==> config.mk <==
export PLATFORM = sky130hd
export DESIGN_NAME = stop_and_wait_arq_link
export DESIGN_NICKNAME = d
export VERILOG_FILES = /design/src/design/sawarq_pkg.sv /design/src/design/sawarq_ram.sv /design/src/design/sawarq_ctrl.sv /design/src/design/sawarq_outq.sv /design/src/design/stop_and_wait_arq_link.sv
export SDC_FILE = /design/constraint.sdc
export NUM_CORES = 1
export LEC_CHECK = 0
export BUFFER_PORTS_ARGS = -buffer_cell sky130_fd_sc_hd__buf_2
export CAP_MARGIN = 10
export CELL_PAD_IN_SITES_DETAIL_PLACEMENT = 0
export CELL_PAD_IN_SITES_GLOBAL_PLACEMENT = 1
export CORE_ASPECT_RATIO = 0.9
export CORE_MARGIN = 1.5
export CORE_UTILIZATION = 51
export CTS_CLUSTER_SIZE = 16
export DETAILED_ROUTE_END_ITERATION = 16
export MAX_ROUTING_LAYER = met4
export PLACE_DENSITY_LB_ADDON = 0.2
export SYNTH_ARGS = -nofsm -noshare
export SYNTH_HDL_FRONTEND = slang
export SYNTH_HIERARCHICAL = 1
export SYNTH_SLANG_ARGS = --single-unit
==> constraint.sdc <==
create_clock -name clk -period 7 [get_ports clk]
set_clock_uncertainty 0.2 [all_clocks]
set_input_delay 1.05 -clock clk [delete_from_list [all_inputs] [get_ports clk]]
set_output_delay 1.05 -clock clk [all_outputs]
set_load 0.02 [all_outputs]
==> src/design/sawarq_pkg.sv <==
`default_nettype none

package sawarq_pkg;

  // Request codes
  localparam logic [1:0] REQ_SEND = 2'd0;
  localparam logic [1:0] REQ_RX   = 2'd1;
  localparam logic [1:0] REQ_TICK = 2'd2;

  // Event codes
  localparam logic [2:0] EV_TX     = 3'd0;
  localparam logic [2:0] EV_DELIV  = 3'd1;
  localparam logic [2:0] EV_FAIL   = 3'd2;
  localparam logic [2:0] EV_ACKED  = 3'd3;
  localparam logic [2:0] EV_REJECT = 3'd4;

  // Configuration register indexes
  localparam int          CFG_IDX_W      = 2;
  localparam int          CFG_DATA_W     = 16;
  localparam logic [1:0]  CFG_MY_ADDR    = 2'd0;
  localparam logic [1:0]  CFG_BCAST_ADDR = 2'd1;
  localparam logic [1:0]  CFG_MAX_ATT    = 2'd2;
  localparam logic [1:0]  CFG_ACK_TMO    = 2'd3;

  // Configuration reset values
  localparam logic [7:0]  MY_ADDR_RST    = 8'hff;
  localparam logic [7:0]  BCAST_ADDR_RST = 8'hff;
  localparam logic [3:0]  MAX_ATT_RST    = 4'd3;
  localparam logic [15:0] ACK_TMO_RST    = 16'd1000;

  localparam int SEND_QUEUE_DEPTH_DEF = 8;

  // Result queue
  localparam int OQ_DEPTH = 4;
  localparam int OQ_IDX_W = 2;
  localparam int OQ_CNT_W = 3;

  typedef struct packed {
    logic [1:0] req_type;
    logic [7:0] dest_address;
    logic       new_id;
    logic [7:0] rx_to;
    logic [7:0] rx_from;
    logic [7:0] rx_id;
    logic       rx_is_ack;
  } in_item_t;

  typedef struct packed {
    logic [2:0] event_kind;
    logic [7:0] frame_to;
    logic [7:0] frame_from;
    logic [7:0] frame_id;
    logic       frame_is_ack;
    logic       last_result;
  } out_item_t;

  // Results of one transaction handed to the result queue
  typedef struct packed {
    logic [1:0] n;
    out_item_t  r0;
    out_item_t  r1;
  } res_push_t;

endpackage

`default_nettype wire

==> src/design/sawarq_ram.sv <==
`default_nettype none

module sawarq_ram #(
  parameter int WIDTH = 16,
  parameter int DEPTH = 8,
  localparam int AW = (DEPTH > 1) ? $clog2(DEPTH) : 1
) (
  input  wire logic             clk,
  input  wire logic             we,
  input  wire logic [AW-1:0]    waddr,
  input  wire logic [WIDTH-1:0] wdata,
  input  wire logic [AW-1:0]    raddr,
  output logic      [WIDTH-1:0] rdata
);

  logic [WIDTH-1:0] mem [DEPTH];
  logic [WIDTH-1:0] rdata_r;

  // Write, and read with new data forwarded on an address match
  always_ff @(posedge clk) begin
    if (we) begin
      mem[waddr] <= wdata;
    end
    if (we && (waddr == raddr)) begin
      rdata_r <= wdata;
    end else begin
      rdata_r <= mem[raddr];
    end
  end

  assign rdata = rdata_r;

endmodule

`default_nettype wire

==> src/design/sawarq_ctrl.sv <==
`default_nettype none

module sawarq_ctrl
  import sawarq_pkg::*;
#(
  parameter int SEND_QUEUE_DEPTH = SEND_QUEUE_DEPTH_DEF
) (
  input  wire logic                  clk,
  input  wire logic                  rst_n,
  input  wire logic                  cfg_we,
  input  wire logic [CFG_IDX_W-1:0]  cfg_index,
  input  wire logic [CFG_DATA_W-1:0] cfg_wdata,
  input  wire logic                  in_fire,
  input  wire in_item_t              in_item,
  output res_push_t                  push
);

  localparam int QI_W   = (SEND_QUEUE_DEPTH > 1) ? $clog2(SEND_QUEUE_DEPTH) : 1;
  localparam int FILL_W = $clog2(SEND_QUEUE_DEPTH + 1);
  localparam int SUM_W  = FILL_W + 1;
  localparam logic [FILL_W-1:0] FILL_MAX = FILL_W'(SEND_QUEUE_DEPTH);
  localparam logic [QI_W-1:0]   HEAD_LAST = QI_W'(SEND_QUEUE_DEPTH - 1);
  localparam logic [SUM_W-1:0]  SUM_DEPTH = SUM_W'(SEND_QUEUE_DEPTH);

  // Configuration registers
  logic [7:0]  my_addr_r, bcast_addr_r;
  logic [3:0]  max_att_r;
  logic [15:0] ack_tmo_r;

  always_ff @(posedge clk) begin
    if (!rst_n) begin
      my_addr_r    <= MY_ADDR_RST;
      bcast_addr_r <= BCAST_ADDR_RST;
      max_att_r    <= MAX_ATT_RST;
      ack_tmo_r    <= ACK_TMO_RST;
    end else if (cfg_we) begin
      case (cfg_index)
        CFG_MY_ADDR:    my_addr_r    <= cfg_wdata[7:0];
        CFG_BCAST_ADDR: bcast_addr_r <= cfg_wdata[7:0];
        CFG_MAX_ATT:    max_att_r    <= cfg_wdata[3:0];
        CFG_ACK_TMO:    ack_tmo_r    <= cfg_wdata;
        default: ;
      endcase
    end
  end

  // Link state
  logic [7:0]        seq_r, seq_nxt;
  logic              await_r, await_nxt;
  logic [7:0]        pend_dest_r, pend_dest_nxt;
  logic [7:0]        pend_id_r, pend_id_nxt;
  logic [3:0]        att_r, att_nxt;
  logic [15:0]       timer_r, timer_nxt;
  logic [FILL_W-1:0] fill_r, fill_nxt;
  logic [QI_W-1:0]   head_r, head_nxt;

  // Send queue storage
  logic              q_we;
  logic [QI_W-1:0]   q_waddr;
  logic [15:0]       q_wdata, q_rdata;
  logic [SUM_W-1:0]  tail_sum;
  logic [15:0]       timer_dec;
  logic [7:0]        seq_inc;

  sawarq_ram #(
    .WIDTH(16),
    .DEPTH(SEND_QUEUE_DEPTH)
  ) u_queue (
    .clk  (clk),
    .we   (q_we),
    .waddr(q_waddr),
    .wdata(q_wdata),
    .raddr(head_nxt),
    .rdata(q_rdata)
  );

  assign tail_sum  = SUM_W'(head_r) + SUM_W'(fill_r);
  assign q_waddr   = (tail_sum >= SUM_DEPTH) ? QI_W'(tail_sum - SUM_DEPTH) : QI_W'(tail_sum);
  assign timer_dec = (timer_r != 16'd0) ? (timer_r - 16'd1) : 16'd0;
  assign seq_inc   = seq_r + {7'd0, in_item.new_id};

  // Decide the results and next state of one transaction
  always_comb begin
    seq_nxt       = seq_r;
    await_nxt     = await_r;
    pend_dest_nxt = pend_dest_r;
    pend_id_nxt   = pend_id_r;
    att_nxt       = att_r;
    timer_nxt     = timer_r;
    fill_nxt      = fill_r;
    head_nxt      = head_r;
    q_we          = 1'b0;
    q_wdata       = {in_item.dest_address, seq_inc};
    push          = '0;

    if (in_fire) begin
      case (in_item.req_type)
        REQ_SEND: begin
          seq_nxt = seq_inc;
          if (!await_r) begin
            pend_dest_nxt = in_item.dest_address;
            pend_id_nxt   = seq_inc;
            await_nxt     = 1'b1;
            att_nxt       = 4'd1;
            timer_nxt     = ack_tmo_r;
            push.n        = 2'd1;
            push.r0       = '{EV_TX, in_item.dest_address, my_addr_r, seq_inc, 1'b0, 1'b1};
          end else if (fill_r < FILL_MAX) begin
            q_we     = 1'b1;
            fill_nxt = fill_r + FILL_W'(1);
          end else begin
            push.n  = 2'd1;
            push.r0 = '{EV_REJECT, in_item.dest_address, my_addr_r, seq_inc, 1'b0, 1'b1};
          end
        end
        REQ_RX: begin
          if (in_item.rx_to == my_addr_r) begin
            if (in_item.rx_is_ack) begin
              if (await_r) begin
                if (in_item.rx_from == pend_dest_r && in_item.rx_id == pend_id_r) begin
                  await_nxt = 1'b0;
                  push.n    = 2'd1;
                  push.r0   = '{EV_ACKED, pend_dest_r, my_addr_r, pend_id_r, 1'b0, 1'b1};
                end else begin
                  timer_nxt = ack_tmo_r;
                  push.n    = 2'd1;
                  push.r0   = '{EV_TX, pend_dest_r, my_addr_r, pend_id_r, 1'b0, 1'b1};
                end
              end
            end else begin
              push.n  = 2'd2;
              push.r0 = '{EV_DELIV, in_item.rx_to, in_item.rx_from, in_item.rx_id,
                          1'b0, 1'b0};
              push.r1 = '{EV_TX, in_item.rx_from, my_addr_r, in_item.rx_id, 1'b1, 1'b1};
            end
          end else if (in_item.rx_to == bcast_addr_r) begin
            push.n  = 2'd1;
            push.r0 = '{EV_DELIV, in_item.rx_to, in_item.rx_from, in_item.rx_id,
                        1'b0, 1'b1};
          end
        end
        REQ_TICK: begin
          if (await_r) begin
            timer_nxt = timer_dec;
            if (timer_dec == 16'd0) begin
              if (att_r >= max_att_r) begin
                await_nxt = 1'b0;
                push.n    = 2'd1;
                push.r0   = '{EV_FAIL, pend_dest_r, my_addr_r, pend_id_r, 1'b0, 1'b1};
              end else begin
                att_nxt   = att_r + 4'd1;
                timer_nxt = ack_tmo_r;
                push.n    = 2'd1;
                push.r0   = '{EV_TX, pend_dest_r, my_addr_r, pend_id_r, 1'b0, 1'b1};
              end
            end
          end
        end
        default: ;
      endcase

      // Start the next queued frame after a completed or failed send
      if (await_r && !await_nxt && fill_r != '0) begin
        await_nxt     = 1'b1;
        pend_dest_nxt = q_rdata[15:8];
        pend_id_nxt   = q_rdata[7:0];
        att_nxt       = 4'd1;
        timer_nxt     = ack_tmo_r;
        fill_nxt      = fill_r - FILL_W'(1);
        head_nxt      = (head_r == HEAD_LAST) ? '0 : head_r + QI_W'(1);
        push.n        = 2'd2;
        push.r0.last_result = 1'b0;
        push.r1       = '{EV_TX, q_rdata[15:8], my_addr_r, q_rdata[7:0], 1'b0, 1'b1};
      end
    end
  end

  always_ff @(posedge clk) begin
    if (!rst_n) begin
      seq_r       <= '0;
      await_r     <= 1'b0;
      pend_dest_r <= '0;
      pend_id_r   <= '0;
      att_r       <= '0;
      timer_r     <= '0;
      fill_r      <= '0;
      head_r      <= '0;
    end else begin
      seq_r       <= seq_nxt;
      await_r     <= await_nxt;
      pend_dest_r <= pend_dest_nxt;
      pend_id_r   <= pend_id_nxt;
      att_r       <= att_nxt;
      timer_r     <= timer_nxt;
      fill_r      <= fill_nxt;
      head_r      <= head_nxt;
    end
  end

  // Queue holds frames only behind a frame awaiting its ACK
  a_idle_empty: assert property (@(posedge clk) disable iff (!rst_n)
    !await_r |-> (fill_r == '0))
    else $error("send queue not empty while idle");

  a_fill_bound: assert property (@(posedge clk) disable iff (!rst_n)
    fill_r <= FILL_MAX)
    else $error("send queue overfilled");

  a_att_live: assert property (@(posedge clk) disable iff (!rst_n)
    await_r |-> (att_r != 4'd0))
    else $error("awaiting ACK with zero attempts");

endmodule

`default_nettype wire

==> src/design/sawarq_outq.sv <==
`default_nettype none

module sawarq_outq
  import sawarq_pkg::*;
(
  input  wire logic      clk,
  input  wire logic      rst_n,
  input  wire res_push_t push,
  output logic           space_ok,
  output logic           out_valid,
  input  wire logic      out_ready,
  output out_item_t      out_data
);

  out_item_t           buf_r [OQ_DEPTH];
  logic [OQ_IDX_W-1:0] wr_r, rd_r;
  logic [OQ_CNT_W-1:0] cnt_r, cnt_nxt;
  logic                pop;

  assign pop       = out_valid && out_ready;
  assign out_valid = (cnt_r != '0);
  assign out_data  = buf_r[rd_r];
  assign space_ok  = (cnt_r <= OQ_CNT_W'(OQ_DEPTH - 2));
  assign cnt_nxt   = cnt_r + OQ_CNT_W'(push.n) - OQ_CNT_W'(pop);

  // Store up to two results per transaction
  always_ff @(posedge clk) begin
    if (push.n != 2'd0) begin
      buf_r[wr_r] <= push.r0;
    end
    if (push.n == 2'd2) begin
      buf_r[wr_r + OQ_IDX_W'(1)] <= push.r1;
    end
  end

  // Advance pointers and count
  always_ff @(posedge clk) begin
    if (!rst_n) begin
      wr_r  <= '0;
      rd_r  <= '0;
      cnt_r <= '0;
    end else begin
      wr_r  <= wr_r + OQ_IDX_W'(push.n);
      rd_r  <= rd_r + OQ_IDX_W'(pop);
      cnt_r <= cnt_nxt;
    end
  end

  a_cnt_bound: assert property (@(posedge clk) disable iff (!rst_n)
    cnt_r <= OQ_CNT_W'(OQ_DEPTH))
    else $error("result queue overfilled");

  a_push_room: assert property (@(posedge clk) disable iff (!rst_n)
    (push.n != 2'd0) |-> space_ok)
    else $error("results pushed without room");

  a_pop_only: assert property (@(posedge clk) disable iff (!rst_n)
    (pop && push.n == 2'd0) |=> (cnt_r == $past(cnt_r) - OQ_CNT_W'(1)))
    else $error("result count wrong after pop");

endmodule

`default_nettype wire

==> src/design/stop_and_wait_arq_link.sv <==
// Results: written into the 4-entry result queue and offered on out_ from there.
// Throughput: one input transaction per cycle while that queue has room for two
// results; a second result of the same transaction is offered after the first.
// Reset: synchronous, active low; clears link state, queue counters and restores
// configuration defaults. Queue storage is not cleared.
`default_nettype none

module stop_and_wait_arq_link
  import sawarq_pkg::*;
#(
  parameter int SEND_QUEUE_DEPTH = SEND_QUEUE_DEPTH_DEF
) (
  input  wire logic                  clk,
  input  wire logic                  rst_n,
  input  wire logic                  cfg_we,
  input  wire logic [CFG_IDX_W-1:0]  cfg_index,
  input  wire logic [CFG_DATA_W-1:0] cfg_wdata,
  input  wire logic                  in_valid,
  output logic                       in_ready,
  input  wire in_item_t              in_data,
  output logic                       out_valid,
  input  wire logic                  out_ready,
  output out_item_t                  out_data
);

  res_push_t push;
  logic      in_fire;

  // Accept a transaction whenever the result queue has room for two results
  assign in_fire = in_valid && in_ready;

  sawarq_ctrl #(
    .SEND_QUEUE_DEPTH(SEND_QUEUE_DEPTH)
  ) u_ctrl (
    .clk      (clk),
    .rst_n    (rst_n),
    .cfg_we   (cfg_we),
    .cfg_index(cfg_index),
    .cfg_wdata(cfg_wdata),
    .in_fire  (in_fire),
    .in_item  (in_data),
    .push     (push)
  );

  sawarq_outq u_outq (
    .clk      (clk),
    .rst_n    (rst_n),
    .push     (push),
    .space_ok (in_ready),
    .out_valid(out_valid),
    .out_ready(out_ready),
    .out_data (out_data)
  );

endmodule

`default_nettype wire

# After elaboration in Yosys (flattened, before gate mapping)
# Memories as Yosys holds them, arrays and structs flattened. A register that Yosys moved wholly into a read port is not among the register bits.
# Cells that the tools add are included.
# word_totals
ff_bits	95
ram_bits	244
inputBits	59
output_inout_bits	31
word_cells	150
n_memories	2
# memory_table
name	depth	width	rd	rd_clocked_by_memory_dff	wr	line	rtl
u_ctrl.u_queue.mem	8	16	1	1	1	sawarq_ram.sv:16	logic [WIDTH-1:0] mem [DEPTH];
u_outq.buf_r	4	29	1	1	2	sawarq_outq.sv:15	out_item_t buf_r [OQ_DEPTH];
# classes
addsub	13
n_lt_le_gt_ge	4
eq_ne	20
muxes	69
reduce_logical	27
# ops
cell	count
$mux 31	6
$mux 16	10
$pmux 31 s3	1
$mux 30	3
$mux 60	1
$mux 28	2
$mux 26	2
$mux 8	6
$pmux 16 s3	1
$mux 4	9
$eq 8x8->1	4
$mux 29	1
$mux 1	19
$logic_not 16->1	1
$reduce_bool 16->1	1
$sub 16x1->16 const B	1
$mux 3	4
$ne 3x1->1 const B	4
$reduce_and 2->1	5
$ne 3x3->1 const B	3
$add 4x1->4 const B	2
$add 8x1->8	1
$eq 2x2->1 const B	4
$pmux 4 s2	1
other kinds (29)	41

# Depth between registers and ports, before layout
# Gate-level depths: netlist of the first run.
# depth
depth_word	16
depth_mapped	19
ltp_nobuf	15

# Modules after synthesis
# The synthesis of the first run kept the hierarchy.
# modules_own_cells
mod	n_inst	cells_each	area_per_inst_um2	seq_area_each_um2
sawarq_outq	1	328	6097.1	3623.5
sawarq_ctrl	1	769	5883.1	1761.7
sawarq_ram	1	201	5033.6	3903.7
stop_and_wait_arq_link	1	1	6.3	0.0

# Worst setup path before layout of the first run
# Ideal clock, no wire load.
# synth_path
path_type	register to register
start	reg u_ctrl.timer_r[0]
end	mem u_outq/buf_r[2][0] (netlist name), enable pin
setup_time_ps	425
arrival_time_ps	5159
t_required_ps	6375
slack_ps	1216
stages_incl_launch_ff	18
n_path_buf	5
synth_period_minus_slack_ps	5784
cell_sequence	dfxtp_1 > clkbuf_1 > inv_1 > ha_1 > or3b_1 > buf_6 > nand2b_4 > or3_1 > a2111o_1 > buf_6 > o31a_1 > a21o_1 > inv_1 > buf_2 > nor3_1 > buf_4 > or3b_2 > a21oi_1
# synth_lines
element	line	rtl
start, declared	sawarq_ctrl.sv:53	logic [15:0] timer_r, timer_nxt;
start signal, assigned	sawarq_ctrl.sv:194	timer_r <= timer_nxt;
end, declared	sawarq_outq.sv:15	

==> run_results.csv, run 1 <==
group,metric,value,unit
global_routing,grt_pass1_vias,10700,
timing,finalHoldViolCount,0,
cells_and_area,syn_to_final_growth,11.2,%
pwr,ir_worst_vdd,160,uV
pwr,p_per_area,253,nW/um^2
setup_path,cp_max_fo,21,
clock_network,cts-root-buf,"clkbuf_16",
timing,fin_crit_sh,0.797,
global_routing,antenna_found_initial,0,
cells_and_area,nets,1453,
timing,drv_slew,0,
setup_path,crit_arrival,5.57,ns
global_routing,grt-ovfl-total,0,
routing,viasPerCell,6.00,
floorplan,die-area,34500,sq um
pwr,p_total,4.80,mW
routing,wl_per_cell,22.5,microns
logic_synthesis,async_flop_share,0,
logic_synthesis,synthFlopType,"edfxtp_1",
clock_network,cts_buffer_depth,3,
pwr,leakagePower,6.86,nW
logic_synthesis,yosys.area.top_type,"edfxtp_1",
clock_network,cts_tree,"built",
place,place_hpwl,27400,microns
cells_and_area,drive_above_1_share,0.256,
timing,tightestPinTransition,1.11,ns
clock_network,insertion_delay,0.52,ns
routing,vias,10900,
job,cap_violations,0,
timing,period_needed,5.58,ns
clock_network,numCtsBuffers,37,
routing,drt-initial-drc-count,893,
timing,max_freq,179,MHz
global_routing,grt_max_degree,44,
timing,final-setup-viol-count,0,
timing,whs,0.255,ns
clock_network,cts_setup_buffers,0,
clock_network,ctsHoldBuffers,0,
floorplan,die_h,176,microns
timing,rsz0062_at_grt,"no",
clock_network,cts_htree_levels,2,
floorplan,coreArea,32900,sq um
setup_path,critPathCaptureType,"flop",
floorplan,rows,63,
logic_synthesis,syn_inst,1299,
floorplan,ios,90,
logic_synthesis,synth.top_cells.by_count,"edfxtp_1 (244), nand2_1 (154), mux2_2 (115)",
setup_path,critPathKind,"reg -> reg",
place,place.gp.congestion,0.851,
timing,fin_setup_tns,0,ns
floorplan,initial_core_util,0.518,
logic_synthesis,ys_ff_latch,342,
cells_and_area,n_antenna_cell,0,
logic_synthesis,syn_avg_cell_area,13.1,sq um
logic_synthesis,synth_edf_count,244,
setup_path,start_kind,"flop",
logic_synthesis,yosysSeqAreaShare,0.546,
logic_synthesis,synth_top_area_frac,0.430,
setup_path,worstPathRequired,6.99,ns
clock_network,clkSinkCount,342,
logic_synthesis,synth_cell_types,78,
hold_path,hold_path.class,"reg -> reg",
floorplan,die_x,196,microns
logic_synthesis,synth-warning-count,6,
logic_synthesis,syn_area,17000,sq um
status,status,"completed",
logic_synthesis,synth_area_leaders,"edfxtp_1 (43%), dfxtp_1 (12%), mux2_2 (7.6%)",
routing,drtPass1Iterations,9,
global_routing,grt_pass1_wl,63000,microns
routing,ant_nets,0,
clock_network,cts_resized,0,
place,portBuffers,89,
routing,wirelength,41000,microns
global_routing,grt_usage,0.248,
routing,drc,0,
clock_network,clkTransAtPathRegs,0.06,ns
timing,maxSlewHeadroom,0.257,
logic_synthesis,yosysMostFrequentCell,"edfxtp_1",
-- report_power, final --
group | switching, mW | total [mW] | internal [mW]
Sequential | 0.0455 | 2.25 | 2.20
Combinational | 0.412 | 0.701 | 0.288
Clock | 0.784 | 1.85 | 1.06
Total | 1.24 | 4.80 | 3.55
-- through the flow --
| step | cell area (sq um) | instances | utilization | setup slack [ns] |
|---|---|---|---|---|
| 2_1_floorplan | 17000 | 1302 | - | 1.22 |
| 3_3_place_gp | 17800 | 1757 | 0.541 | 1.48 |
| 3_5_place_dp | 17800 | 1757 | 0.541 | 1.47 |
| 4_1_cts | 18900 | 1823 | 0.576 | 1.44 |
| 5_1_grt | 18900 | 1823 | 0.576 | 1.15 |
| 6_report | 18900 | 1823 | 0.576 | 1.42 |
-- metal layers --
| metal | GRT usage | vias up | part of all wire |
|---|---|---|---|
| li1 | - | 5152 | - |
| met1 | 0.340 | 5402 | 0.45 |
| met2 | 0.387 | 308 | 0.47 |
| met3 | 0.0348 | 72 | 0.054 |
| met4 | 0.0753 | 0 | 0.026 |
| met5 | - | - | 0 |
-- kinds of logic after synthesis --
group | count (synthesis) | share of synthesized area
compound gates | 199 | 0.0827
xor+xnor | 53 | 0.0289
fa+ha+maj | 20 | 0.0160
buf+inv | 104 | 0.0336
flops | 342 | 0.546
mux | 206 | 0.184
other cells | 1 | 0.000220
simple gates | 374 | 0.109
-- critical path, stage by stage (launching register included) --
cell and delay, ns:
dfxtp_1 0.39, inv_1 0.09, ha_1 0.21, or3b_1 0.53, nand2b_4 0.23, or3_1 0.34, a2111o_1 0.51, o31a_1 0.48
a21o_1 0.26, inv_1 0.06, buf_4 0.21, nor3_1 0.09, buf_4 0.21, or3b_2 0.48, a21oi_2 0.50, buf_4 0.43
-- area by class of cell --
type | count | area, sq um
clock buffer | 46 | 970
clock inverter | 20 | 169
fill | 2661 | 13900
inverter | 20 | 75.1
multi-input combinational | 856 | 7240
sequential | 342 | 9290
tap | 422 | 528
timing repair buffer | 117 | 656
-- worst paths after layout --
path / from / to / slack (ns) / cells after the start
max reg2reg: u_ctrl/timer_r[0] / u_outq/buf_r[2][2] / 1.42 / 15
max: u_ctrl/timer_r[0] / u_outq/buf_r[2][2] / 1.42 / 15
min: u_ctrl/ack_tmo_r[13] / u_ctrl/ack_tmo_r[13] / 0.26 / 2
min reg2reg: u_ctrl/ack_tmo_r[13] / u_ctrl/ack_tmo_r[13] / 0.26 / 2
-- state kept, by name (all words and copies together) (netlist names), 16 cells and up, named ones only --
register and flops:
u_ctrl/u_queue/mem 128, u_ctrl/ack_tmo_r 16, u_ctrl/timer_r 16, u_outq/buf_r 116
-- placed cells by master (no fill, tap or decap), types with 35 or more instances in the layout --
cell	synthesis	final
mux2_2	115	115
nand2_1	154	154
a21oi_1	37	35
edfxtp_1	244	244
dfxtp_1	98	97
buf_2	18	89
clkbuf_16	0	37
o21ai_0	38	38
nor2_1	53	51
Note: power is estimated with default switching activity, not from simulation.
==> run 2, diff against run 1 <==
Clock period 7 ns to 5.5 ns, I/O delays scaled along.
==> run 2 against run 1 <==
Against the previous run:
- maximum frequency is 11% higher
- final cell count is 0.55% higher
- first-iteration DRC count is 13% higher
- sequential power is 27% higher
- sequential share of layout area is 0.38 points lower
- core utilization is 0.46 points higher
- worst setup slack worse by 0.94 ns
- design area is 0.80% higher
- global-route usage is 0.69 points higher
- die area stayed put
- via count is 1.6% higher
==> run_results.csv, run 2 (synthesized netlist as in run 1, its figures left out) <==
group,metric,value,unit
job,cap_violations,0,
hold_path,min_delay_worst_endpoint,"u_ctrl/ack_tmo_r[14]",
setup_path,start_kind,"flop",
setup_path,critPathCaptureType,"flop",
pwr,switching_share,0.255,
setup_path,crit_arrival,5.04,ns
place,portBuffers,89,
timing,max_freq,199,MHz
timing,rsz0062_at_grt,"no",
pwr,p_int,4.65,mW
place,pre_cts_ws,0.525,ns
cells_and_area,instances_no_fill,1833,
cells_and_area,fillers,2666,
timing,fin_crit_sh,0.912,
place,placedCellCount,1763,
cells_and_area,regMostFlops,"u_ctrl/u_queue/mem",
timing,tightestPinTransition,1.11,ns
cells_and_area,largest_reg_flops,128,
timing,fin_setup_tns,0,ns
timing,drv_slew,0,
global_routing,grt_pass1_wl,64700,microns
hold_path,hold_path.class,"reg -> reg",
cells_and_area,final_cell_mix,"edfxtp_1 (244), nand2_1 (154), mux2_2 (115)",
clock_network,ctsHoldBuffers,0,
routing,wl_per_cell,23.2,microns
setup_path,cp_max_fo,10,
timing,final-setup-viol-count,0,
clock_network,cts_htree_levels,2,
global_routing,grt-ovfl-total,0,
setup_path,r2r_start,"u_ctrl/timer_r[0]",
setup_path,worstPathRequired,5.52,ns
timing,finalHoldViolCount,0,
clock_network,cts_resized,0,
pwr,p_seq_frac,0.459,
global_routing,grt_usage,0.255,
clock_network,cts_setup_buffers,0,
setup_path,r2r-end,"u_outq/buf_r[1][21]",
status,status,"completed",
place,place.gp.congestion,0.886,
global_routing,grt_pass1_vias,10900,
pwr,combPwrFrac,0.144,
pwr,ir_worst_vdd,267,uV
hold_path,worstHoldStart,"u_ctrl/ack_tmo_r[14]",
global_routing,antenna_found_initial,3,
timing,whs,0.262,ns
floorplan,coreArea,32900,sq um
setup_path,r2r_slack,0.48,ns
routing,drc,0,
place,place_hpwl,28500,microns
floorplan,initial_core_util,0.518,
clock_network,numCtsBuffers,37,
clock_network,cts_buffer_depth,3,
routing,drtPass1Iterations,7,
cells_and_area,syn_to_final_growth,12.1,%
clock_network,cts-root-buf,"clkbuf_16",
routing,vias,11100,
clock_network,cts_tree,"built",
hold_path,min_delay_path_depth,2,
clock_network,clkSinkCount,342,
pwr,p_per_area,327,nW/um^2
routing,ant_nets,0,
floorplan,die-area,34500,sq um
cells_and_area,nets,1459,
timing,maxSlewHeadroom,0.256,
clock_network,clkTransAtPathRegs,0.06,ns
floorplan,die_h,176,microns
setup_path,critPathKind,"reg -> reg",
routing,wirelength,42500,microns
cells_and_area,drive_above_1_share,0.261,
timing,period_needed,5.02,ns
timing,setup_ws,0.482,ns
pwr,power.share.clock,0.397,
cells_and_area,fin_util,0.580,
routing,drt-initial-drc-count,1008,
cells_and_area,reg_top3,"u_ctrl/u_queue/mem: 128 flops, u_outq/buf_r: 116 flops",
floorplan,rows,63,
floorplan,ios,90,
routing,viasPerCell,6.06,
pwr,power.switching,1.59,mW
pwr,leakagePower,6.94,nW
floorplan,die_x,196,microns
clock_network,insertion_delay,0.53,ns
cells_and_area,mostFrequentLayoutCell,"edfxtp_1",
setup_path,r2r_cells,13,
global_routing,grt_max_degree,57,
run 2: metal layers:
metal	vias up	global-route usage	wire length [microns]
met2	340	0.397	20000
met4	0	0.0940	1350
met5	-	-	0
met3	78	0.0329	2070
li1	5152	-	-
met1	5537	0.345	19000
run 2: power groups by stage:
stage | clock, mW | combinational [mW] | sequential, mW
detailed placement | 0 | 0.900 | 2.92
floorplan | 0 | 0.694 | 2.89
global placement | 0 | 0.891 | 2.92
finish | 2.47 | 0.897 | 2.86
CTS | 2.52 | 0.905 | 2.86
global route | 2.62 | 0.992 | 2.87
run 2: stage by stage:
stage / cell area, sq um / power, mW
2_1_floorplan: 17000 / 3.59
3_3_place_gp: 17900 / 3.81
3_5_place_dp: 17900 / 3.82
4_1_cts: 19100 / 6.29
5_1_grt: 19100 / 6.49
6_report: 19100 / 6.23
run 2: layout make-up:
class | count | area (sq um) | share of cell area
flip-flops and latches | 342 | 9290 | 0.487
multi-input cells | 856 | 7240 | 0.380
clock buffers | 50 | 1000 | 0.0527
repair buffers | 123 | 738 | 0.0387
well taps | 422 | 528 | 0.0277
clock inverters | 17 | 191 | 0.0100
inverters | 20 | 75.1 | 0.00394
diodes | 3 | 7.51 | 0.000394
run 2: how the worst max path moves through the flow:
stage / to / start / cells past startpoint
floorplan: u_outq/buf_r[0][0] / u_ctrl/timer_r[0] / 17
global placement: u_outq/buf_r[1][1] / u_ctrl/timer_r[0] / 13
detailed placement: u_outq/buf_r[1][1] / u_ctrl/timer_r[0] / 13
CTS: u_outq/buf_r[1][21] / u_ctrl/timer_r[0] / 13
global route: u_outq/buf_r[1][21] / u_ctrl/timer_r[0] / 13
finish: u_outq/buf_r[1][21] / u_ctrl/timer_r[0] / 13
run 2: critical path: stages (launching register included):
cell and delay [ns]:
dfxtp_1 0.38, inv_1 0.09, ha_1 0.21, or3b_1 0.52, nand2b_4 0.22, or3_1 0.34
a2111o_1 0.52, nor4_2 0.39, a211oi_1 0.08, nor3_1 0.68, buf_4 0.29, mux2i_1 0.13
nor2_2 0.38, buf_4 0.28
==> run 3, diff against run 2 <==
Settings changed: CORE_UTILIZATION 51 to 35.
==> run 3 against run 2 <==
Against the previous run:
- die area grew 45%
- non-clock buffer count shrank 4
- sequential share of layout area shrank 0.61 points
- core utilization shrank 18 points
- critical path depth is the same
- via count shrank 1.4%
- total power grew 0.96%
- count of clock-buffer cells in the layout grew 9
- first-iteration DRC count shrank 14%
==> run_results.csv, run 3 (synthesized netlist as in run 1, its figures left out) <==
group,metric,value,unit
status,status,"completed",
setup_path,critPathCaptureType,"flop",
setup_path,critical_path.top_delay_family,"simple AND/OR/NAND/NOR gates",
timing,setup_ws,0.555,ns
routing,ant_nets,0,
timing,max_freq,202,MHz
routing,vias,10900,
global_routing,antenna_found_initial,1,
setup_path,start_kind,"flop",
timing,finalHoldViolCount,0,
cells_and_area,drive_above_1_share,0.257,
setup_path,path_buf_inv,3,
clock_network,cts_htree_levels,2,
hold_path,min_delay_path_depth,2,
global_routing,grt_pass1_vias,10900,
place,pre_cts_ws,0.599,ns
cells_and_area,largest_reg_flops,128,
routing,drc,0,
floorplan,coreArea,47900,sq um
place,place_hpwl,30600,microns
floorplan,rows,76,
job,cap_violations,0,
setup_path,cp_common_cell,"buf_4",
timing,drv_slew,0,
timing,final-setup-viol-count,0,
setup_path,cp_max_fo,29,
routing,viasPerCell,5.39,
routing,drtPass1Iterations,7,
timing,tightestPinTransition,1.12,ns
hold_path,hold_path.class,"reg -> reg",
place,portBuffers,89,
place,placed_area,18100,sq um
setup_path,worstPathCellList,"inv_1, ha_1, or3b_1, nand2b_4, or3_1, a2111o_1, buf_4, nor4_2, a211oi_1, nor3_2, nand4b_1, buf_4, mux2_2",
timing,rsz0062_at_grt,"no",
cells_and_area,reg_top3,"u_ctrl/u_queue/mem: 128 flops, u_outq/buf_r: 116 flops",
setup_path,worstSetupPathDepth,13,
global_routing,grt_pass1_wl,70000,microns
pwr,ir_worst_vdd,184,uV
timing,maxSlewHeadroom,0.254,
floorplan,initial_core_util,0.355,
setup_path,worst_path_max_delay_cell,"nor3_2",
place,place.gp.congestion,0.810,
clock_network,clkTransAtPathRegs,0.06,ns
clock_network,cts_resized,0,
cells_and_area,fillers,4539,
clock_network,cts_tree,"built",
cells_and_area,syn_to_final_growth,13.5,%
cells_and_area,final_area,19300,sq um
setup_path,r2r-end,"u_outq/buf_r[0][20]",
cells_and_area,regMostFlops,"u_ctrl/u_queue/mem",
pwr,p_per_area,326,nW/um^2
cells_and_area,nets,1457,
floorplan,die_x,235,microns
floorplan,ios,90,
timing,fin_setup_tns,0,ns
setup_path,r2r_cells,13,
floorplan,die-area,50000,sq um
routing,wl_per_cell,22.8,microns
timing,fin_crit_sh,0.899,
floorplan,die_h,212,microns
cells_and_area,mostFrequentLayoutCell,"edfxtp_1",
hold_path,min_delay_worst_endpoint,"u_ctrl/ack_tmo_r[15]",
setup_path,cpPeakStageDelay,0.63,ns
clock_network,cts-root-buf,"clkbuf_16",
clock_network,cts_buffer_depth,3,
pwr,leakagePower,6.93,nW
clock_network,cts_setup_buffers,0,
timing,period_needed,4.95,ns
setup_path,r2r_start,"u_ctrl/timer_r[0]",
setup_path,worstPathRequired,5.59,ns
clock_network,insertion_delay,0.56,ns
routing,drt-initial-drc-count,871,
global_routing,grt-ovfl-total,0,
cells_and_area,final_cell_mix,"edfxtp_1 (244), nand2_1 (154), mux2_2 (115)",
cells_and_area,fin_util,0.403,
setup_path,critPathKind,"reg -> reg",
clock_network,clkSinkCount,342,
setup_path,crit_arrival,5.03,ns
global_routing,grt_max_degree,69,
clock_network,ctsHoldBuffers,0,
clock_network,numCtsBuffers,39,
routing,wirelength,46400,microns
setup_path,r2r_slack,0.55,ns
global_routing,grt_usage,0.192,
hold_path,worstHoldStart,"u_ctrl/ack_tmo_r[15]",
run 3: cell count changes in the layout (fill, tap and decap cells not counted), sizes merged:
cell and change:
buf -4, bufinv -3, clkbuf +9, clkinv -2, diode -2, inv -2
run 3: worst max path at each step:
stage | from | to | slack [ns]
2_1_floorplan | u_ctrl/timer_r[0] | u_outq/buf_r[0][0] | 0.02
3_3_place_gp | u_ctrl/timer_r[0] | u_outq/buf_r[0][21] | 0.70
3_5_place_dp | u_ctrl/timer_r[0] | u_outq/buf_r[0][16] | 0.60
4_1_cts | u_ctrl/timer_r[0] | u_outq/buf_r[0][11] | 0.56
5_1_grt | u_ctrl/timer_r[0] | u_outq/buf_r[0][11] | 0.19
6_report | u_ctrl/timer_r[0] | u_outq/buf_r[0][20] | 0.55
run 3: stage by stage:
step	cells	hold WS (ns)	total power, mW
after floorplan	1302	0.237	3.59
after global placement	1961	0.247	3.84
final	2031	0.256	6.29
after global routing	2031	0.278	6.57
after detailed placement	1961	0.250	3.84
after CTS	2030	0.256	6.37
run 3: final cells by class:
type                       instances  area, sq um  share of cell area
sequential                       342         9290               0.481
multi-input combinational        856         7250               0.375
clock buffer                      59         1140              0.0592
tap                              624          781              0.0404
timing repair buffer             119          708              0.0367
inverter                          20         75.1             0.00389
clock inverter                    10         70.1             0.00363
antenna                            1         2.50            0.000130
run 3: worst reg2reg max path: cells and delay by family, from the launching register on:
family,cells,cell delay [ns]
mux,1,0.42
buf+inv,3,0.69
simple gates,6,2.27
compound gates,2,0.51
fa+ha+maj,1,0.21
flops,1,0.38
run 3: where the power goes:
part	switching, mW	internal [mW]
combinational	0.547	0.373
sequential	0.0588	2.80
clock	1.03	1.48
total	1.64	4.65
run 3: layer usage:
layer	share of wire	track usage	vias to the layer above
met3	0.047	0.0264	71
met4	0.024	0.0561	0
met2	0.46	0.297	260
li1	-	-	5164
met1	0.47	0.265	5454
met5	0	-	-
